**src/rtl/rdc_pkg.sv**
```systemverilog
// Shared types and constants for the radix digit converter.
package rdc_pkg;

    localparam int RADIX_W       = 4;
    localparam int DIGIT_W       = 4;
    localparam int DIV_STEP_BITS = 8;

    localparam logic [RADIX_W-1:0] RADIX_MIN = 4'd2;
    localparam logic [RADIX_W-1:0] RADIX_MAX = 4'd10;

    typedef struct packed {
        logic load;
        logic step;
        logic push;
        logic pop;
    } rdc_cmd_t;

    typedef struct packed {
        logic quot_zero;
        logic last_digit;
    } rdc_sts_t;

endpackage

```
**src/rtl/rdc_dp.sv**
```systemverilog
// Datapath: chunked restoring divider by the radix and a digit stack.
module rdc_dp #(
    parameter int VALUE_WIDTH = 31,
    parameter int NCHUNK      = 4
) (
    input  logic                          clk,
    input  logic                          rst_n,
    input  rdc_pkg::rdc_cmd_t             cmd,
    output rdc_pkg::rdc_sts_t             sts,
    input  logic [VALUE_WIDTH-1:0]        value,
    input  logic [rdc_pkg::RADIX_W-1:0]   radix,
    output logic [rdc_pkg::DIGIT_W-1:0]   digit,
    output logic                          last
);
    import rdc_pkg::*;

    localparam int PW = NCHUNK * DIV_STEP_BITS;
    localparam int CNT_W = $clog2(VALUE_WIDTH + 1);

    logic [PW-1:0]          dvd_reg, dvd_next;
    logic [RADIX_W-1:0]     rem_reg, rem_next;
    logic [RADIX_W-1:0]     radix_reg;
    logic [RADIX_W-1:0]     radix_clamped;
    logic [DIGIT_W-1:0]     stack_reg [VALUE_WIDTH];
    logic [CNT_W-1:0]       cnt_reg;

    always_comb
    begin
        if (radix < RADIX_MIN)
            radix_clamped = RADIX_MIN;
        else if (radix > RADIX_MAX)
            radix_clamped = RADIX_MAX;
        else
            radix_clamped = radix;
    end

    // Eight restoring division steps per cycle, MSB first.
    always_comb
    begin
        logic [RADIX_W:0]         trial;
        logic [RADIX_W-1:0]       r;
        logic [DIV_STEP_BITS-1:0] chunk;
        logic [DIV_STEP_BITS-1:0] qbits;
        r     = rem_reg;
        chunk = dvd_reg[PW-1 -: DIV_STEP_BITS];
        qbits = '0;
        for (int i = DIV_STEP_BITS - 1; i >= 0; i--)
        begin
            trial = {r, chunk[i]};
            if (trial >= {1'b0, radix_reg})
            begin
                trial    = trial - {1'b0, radix_reg};
                qbits[i] = 1'b1;
            end
            r = trial[RADIX_W-1:0];
        end
        rem_next = r;
        dvd_next = (dvd_reg << DIV_STEP_BITS) | PW'(qbits);
    end

    always_ff @(posedge clk or negedge rst_n)
    begin
        if (!rst_n)
        begin
            cnt_reg <= '0;
        end
        else if (cmd.load)
        begin
            cnt_reg <= '0;
        end
        else if (cmd.push)
        begin
            cnt_reg <= cnt_reg + 1'b1;
        end
        else if (cmd.pop)
        begin
            cnt_reg <= cnt_reg - 1'b1;
        end
    end

    always_ff @(posedge clk)
    begin
        if (cmd.load)
        begin
            dvd_reg   <= PW'(value);
            rem_reg   <= '0;
            radix_reg <= radix_clamped;
        end
        else if (cmd.step)
        begin
            dvd_reg <= dvd_next;
            rem_reg <= rem_next;
        end
        else if (cmd.push)
        begin
            rem_reg <= '0;
        end
    end

    // LIFO: top of stack at entry 0.
    always_ff @(posedge clk)
    begin
        if (cmd.push)
        begin
            stack_reg[0] <= rem_reg;
            for (int i = 1; i < VALUE_WIDTH; i++)
                stack_reg[i] <= stack_reg[i-1];
        end
        else if (cmd.pop)
        begin
            for (int i = 0; i < VALUE_WIDTH - 1; i++)
                stack_reg[i] <= stack_reg[i+1];
        end
    end

    assign sts.quot_zero  = (dvd_reg == '0);
    assign sts.last_digit = (cnt_reg == CNT_W'(1));
    assign digit          = stack_reg[0];
    assign last           = sts.last_digit;

endmodule

```
**src/rtl/rdc_ctrl.sv**
```systemverilog
// Controller: sequences load, divide, push and emit phases.
module rdc_ctrl #(
    parameter int NCHUNK = 4
) (
    input  logic              clk,
    input  logic              rst_n,
    input  logic              start,
    output logic              busy,
    output logic              strobe,
    output rdc_pkg::rdc_cmd_t cmd,
    input  rdc_pkg::rdc_sts_t sts
);
    import rdc_pkg::*;

    localparam int CW = (NCHUNK > 1) ? $clog2(NCHUNK) : 1;

    typedef enum logic [1:0] {
        ST_IDLE,
        ST_DIV,
        ST_CHECK,
        ST_EMIT
    } state_t;

    state_t          state_reg;
    logic [CW-1:0]   chunk_reg;

    always_comb
    begin
        cmd      = '0;
        cmd.load = (state_reg == ST_IDLE) && start;
        cmd.step = (state_reg == ST_DIV);
        cmd.push = (state_reg == ST_CHECK);
        cmd.pop  = (state_reg == ST_EMIT);
    end

    assign busy   = (state_reg != ST_IDLE);
    assign strobe = (state_reg == ST_EMIT);

    always_ff @(posedge clk or negedge rst_n)
    begin
        if (!rst_n)
        begin
            state_reg <= ST_IDLE;
            chunk_reg <= '0;
        end
        else
        begin
            case (state_reg)
                ST_IDLE:
                begin
                    if (start)
                    begin
                        state_reg <= ST_DIV;
                        chunk_reg <= '0;
                    end
                end
                ST_DIV:
                begin
                    if (chunk_reg == CW'(NCHUNK - 1))
                        state_reg <= ST_CHECK;
                    else
                        chunk_reg <= chunk_reg + 1'b1;
                end
                ST_CHECK:
                begin
                    chunk_reg <= '0;
                    if (sts.quot_zero)
                        state_reg <= ST_EMIT;
                    else
                        state_reg <= ST_DIV;
                end
                ST_EMIT:
                begin
                    if (sts.last_digit)
                        state_reg <= ST_IDLE;
                end
                default:
                begin
                    state_reg <= ST_IDLE;
                end
            endcase
        end
    end

endmodule

```
**src/rtl/radix_digit_converter.sv**
```systemverilog
// Top level: converts an integer to its digits in base 2..10, MSB first.
//
//  channel  | signals                 | handshake
//  ---------+-------------------------+----------------------------------
//  input    | value, radix            | transfer when start && !busy
//  result   | digit, last             | one digit per cycle on strobe
//
// An item is divided digit by digit, C = ceil(VALUE_WIDTH/8): each digit
// costs C passes of the 8-bit-per-cycle divider and one push; the digits
// are then emitted from the stack, most significant first.
// rst_n clears the controller; the block is idle and ready after reset.
// The receiver cannot stall; busy holds off start until the last digit.
module radix_digit_converter #(
    parameter int VALUE_WIDTH = 31
) (
    input  logic                          clk,
    input  logic                          rst_n,
    input  logic                          start,
    output logic                          busy,
    input  logic [VALUE_WIDTH-1:0]        value,
    input  logic [rdc_pkg::RADIX_W-1:0]   radix,
    output logic                          strobe,
    output logic [rdc_pkg::DIGIT_W-1:0]   digit,
    output logic                          last
);
    import rdc_pkg::*;

    localparam int NCHUNK = (VALUE_WIDTH + DIV_STEP_BITS - 1) / DIV_STEP_BITS;

    rdc_cmd_t cmd;
    rdc_sts_t sts;

    rdc_ctrl #(
        .NCHUNK (NCHUNK)
    ) u_ctrl (
        .clk    (clk),
        .rst_n  (rst_n),
        .start  (start),
        .busy   (busy),
        .strobe (strobe),
        .cmd    (cmd),
        .sts    (sts)
    );

    rdc_dp #(
        .VALUE_WIDTH (VALUE_WIDTH),
        .NCHUNK      (NCHUNK)
    ) u_dp (
        .clk   (clk),
        .rst_n (rst_n),
        .cmd   (cmd),
        .sts   (sts),
        .value (value),
        .radix (radix),
        .digit (digit),
        .last  (last)
    );

endmodule

```
**config.mk**
```make
export PLATFORM = sky130hd
export DESIGN_NAME = radix_digit_converter
export DESIGN_NICKNAME = d
export VERILOG_FILES = /design/src/rtl/rdc_pkg.sv /design/src/rtl/rdc_dp.sv /design/src/rtl/rdc_ctrl.sv /design/src/rtl/radix_digit_converter.sv
export SDC_FILE = /design/constraint.sdc
export NUM_CORES = 1
export LEC_CHECK = 0
export BUFFER_PORTS_ARGS = -buffer_cell sky130_fd_sc_hd__buf_2
export CAP_MARGIN = 20
export CORE_MARGIN = 10
export CORE_UTILIZATION = 40
export DETAILED_ROUTE_END_ITERATION = 7
export PLACE_DENSITY = 0.66
export SLEW_MARGIN = 20
export SYNTH_ARGS = -nofsm -noshare
export SYNTH_HDL_FRONTEND = slang
export SYNTH_SLANG_ARGS = --single-unit
```
**constraint.sdc**
```tcl
create_clock -name clk -period 31.8 [get_ports clk]
set_input_delay 6.36 -clock clk [delete_from_list [all_inputs] [get_ports clk]]
set_output_delay 6.36 -clock clk [all_outputs]
set_load 0.01 [all_outputs]
```
==> results.txt <==
- After clock tree synthesis, the repair step resized 0 gates.
- Setup violations remaining at the end of the flow were counted as 0.
* Die Height: 172.1 um
- Synthesized net count: approximately 810
- Nets: 850
- Library cell with the largest summed area after synthesis: sky130_fd_sc_hd__edfxtp_1
- Routed wire length per instance: approximately 17 um
* Highest clock rate: ~0.07 GHz
- Clock tree root driver cell: sky130_fd_sc_hd__clkbuf_16
- CORE AREA: 22710 um^2
* Worst slack at placement: 17.59 ns
- Bufs on Longest Clock Path: 2
- Number of register bits inferred by synthesis: around 170
- Clock tree synthesis inserted a total of 17 buffers.
- Remaining design rule violation count: 0
- # rows: 55
- For this run, the leading register cell type out of synthesis is sky130_fd_sc_hd__edfxtp_1.
- Final core utilization: between 40% and 50%
* Startpoint type of the worst setup path: flip-flop
- Routability cong.: slightly below 0.9
* Total congestion overflow after global routing: 0
* YS warnings: 0
- EDFF count, synth: 159
- The via count of the first global-routing pass is roughly 5600.
* Antenna violations before repair: 1
- At the later pin of the worst-skew pair, clock insertion delay measures 0.43 ns.
* HPWL Detailed: around 12 mm
- Critical path type: flip-flop to flip-flop
* Overall via count from detail_route: between 5000 and 6000
* Die Footprint: approximately 30000 um^2
- Adding up every negative setup slack in the final design gives 0 ns.
- Setup repair after global routing missed its margin: false
* CTS HTree Levels: 4
* Largest stage delay, worst path: 0.65 ns
- Measured against its own limit, the worst slew margin works out to between 30% and 40%.
* I/O pins: 45
* Proportion of netlist area held by the largest area contributor: roughly 52%
- Detailed Route Iter0 Violations: around 430
- Across the run, the number of max-cap violations was 0.
- Wire length of the first global-routing pass: approximately 29 mm
- Fraction of the yosys area taken by sequential cells: 55.09%
- On the critical path, the stage with the largest delay is an instance of sky130_fd_sc_hd__edfxtp_1.
- Total routed wirelength: 17.58 mm
- Buffers added to address setup during post-CTS repair amount to 0.
- Share of post-route cells with drive strength above 1: between 20% and 30%
* Period Utilization, post-route: about 45%
* Clock skew: about 0.0093 ns
* Min Clock Period, post-route: around 14 ns
- Antenna-violating nets left: 0
- The number of endpoints with negative hold slack in the final report came to 0.
- Biggest area contributors in the synthesized netlist: sky130_fd_sc_hd__edfxtp_1 (52%), sky130_fd_sc_hd__mux2_2 (15%), sky130_fd_sc_hd__ha_1 (5.5%)
- Class of the tightest hold or removal check: flip-flop to flip-flop
- Clock transition time at the flip-flop clock pins of the worst setup and hold paths: ~0.070 ns
- Required @ worst endpoint: 32.17 ns
- Post-Synthesis Cells: roughly 700
- During placement, the flow inserted port buffers numbering 44.
- The number of hold buffers added after CTS was 0.
* Leading cell types in the layout, fill and taps excluded: sky130_fd_sc_hd__edfxtp_1 (159), sky130_fd_sc_hd__mux2_2 (124), sky130_fd_sc_hd__nand2_1 (99)
* Share of synthesized registers carrying an async set or reset: under 10%
* Outcome: complete, no violations
- Max FFs per register: between 100 and 150
- Measured along the x axis, the die boundary spans about 170 um.
- Arrival time of the worst setup path: between 10 and 15 ns
* Largest net degree at the start of global routing: 91
* Minimum setup slack in the final design: 17.49 ns
- Initial Util: 40.77%
* Distinct cells, synth: a little over 60
- Clock tree synthesis found a total of 173 sinks.
- TritonCTS built the clock tree.
- Average vias per placed instance: ~5.2
- The library cell used most frequently in the layout, excluding fill and tap cells, is sky130_fd_sc_hd__edfxtp_1.
* Worst setup EP type: flip-flop
* Combined global-route utilization of all metal layers: between 10% and 20%
- Cell area after technology mapping: approximately 9000 um^2
- Count of final max-slew check failures: 0
- Before antenna repair, the detailed router went through 5 iterations.
* Transition at the pin with the smallest max-transition slack: ~0.9 ns
* Average footprint of a synthesized cell: between 10 and 15 um^2
- In this run the worst path has a maximum fanout of 12.
* Synth-to-Final Area Change: 11.85%
area by class of cell:
class                           instances  area [um^2]
Timing Repair Buffer                   50        269.0
Fill cell                            2074        12350
Antenna cell                            1        2.502
Tap cell                              285        356.6
Clock inverter                         15        150.1
Multi-Input combinational cell        486         3918
Clock buffer                           17        425.4
Inverter                               35        133.9
Sequential cell                       173         5100
kinds of logic after synthesis:
family                     after synthesis  share of synthesized area, %
muxes                                  140                         16.96
xor gates and xnor gates                17                         1.608
DFF                                    173                         55.09
AOI/OAI and AO/OA                       92                         6.866
buffers and inverters                   62                         2.757
and+or+nand+nor                        188                         9.447
adders and majority gates               49                         7.271
synth_stat cells, drive strengths merged (9+ instances only):
master,n
a21o,10
a21oi,23
clkbuf,22
dfrtp,9
edfxtp,159
ha,41
inv,34
mux2,126
mux2i,14
nand2,99
nor2,29
nor2b,11
o21ai,26
xnor2,10
metal layers:
| layer | wire length, um | up-vias | track usage, % |
|---|---|---|---|
| met5 | 0 | - | 0 |
| met4 | 189 | 0 | 3.523 |
| met3 | 784 | 11 | 3.329 |
| met2 | 7889 | 113 | 18.26 |
| met1 | 8719 | 2711 | 16.93 |
| li1 | - | 2734 | - |
path summary, 6_finish.rpt:
| kind | start | endpoint | slack (ns) | depth (start not counted) |
|---|---|---|---|---|
| max in group asynchronous | rst_n | u_dp.cnt_reg[3]$_DFFE_PN0P_ | 25.85 | 1 |
| max reg2reg | u_dp.radix_reg[1]$_SDFFCE_PP1P_ | u_dp.rem_reg[0]$_SDFFE_PP0P_ | 17.49 | 65 |
| min | u_dp.stack_reg[7][7]$_DFFE_PP_ | u_dp.stack_reg[7][11]$_DFFE_PP_ | 0.46 | 0 |
| max | u_dp.radix_reg[1]$_SDFFCE_PP1P_ | u_dp.rem_reg[0]$_SDFFE_PP0P_ | 17.49 | 65 |
| min in group asynchronous | rst_n | u_dp.cnt_reg[2]$_DFFE_PN0P_ | 5.77 | 1 |
| min reg2reg | u_dp.stack_reg[7][7]$_DFFE_PP_ | u_dp.stack_reg[7][11]$_DFFE_PP_ | 0.46 | 0 |
metrics by stage:
step                instances  instance area, um^2  hold WS, ns
floorplan                 721                 9258       0.4222
global placement         1029                 9773       0.4323
detailed placement       1029                 9773       0.4321
CTS                      1061                10350       0.4633
global route             1062                10350       0.4791
finish                   1062                10350       0.4609
critical path: cells and delay by family (launching register included):
kind	cells	cell delay (ns)
multiplexers	7	2.29
AND/OR/NAND/NOR	12	1.92
adder cells (fa/ha/maj)	8	2.42
AO/OA/AOI/OAI	30	6.01
flip-flops	1	0.65
buffers and inverters	8	0.91
Power is left out: the tool's default activity adds up to more than one toggle a clock period on the data nets, which glitch-free logic cannot reach.
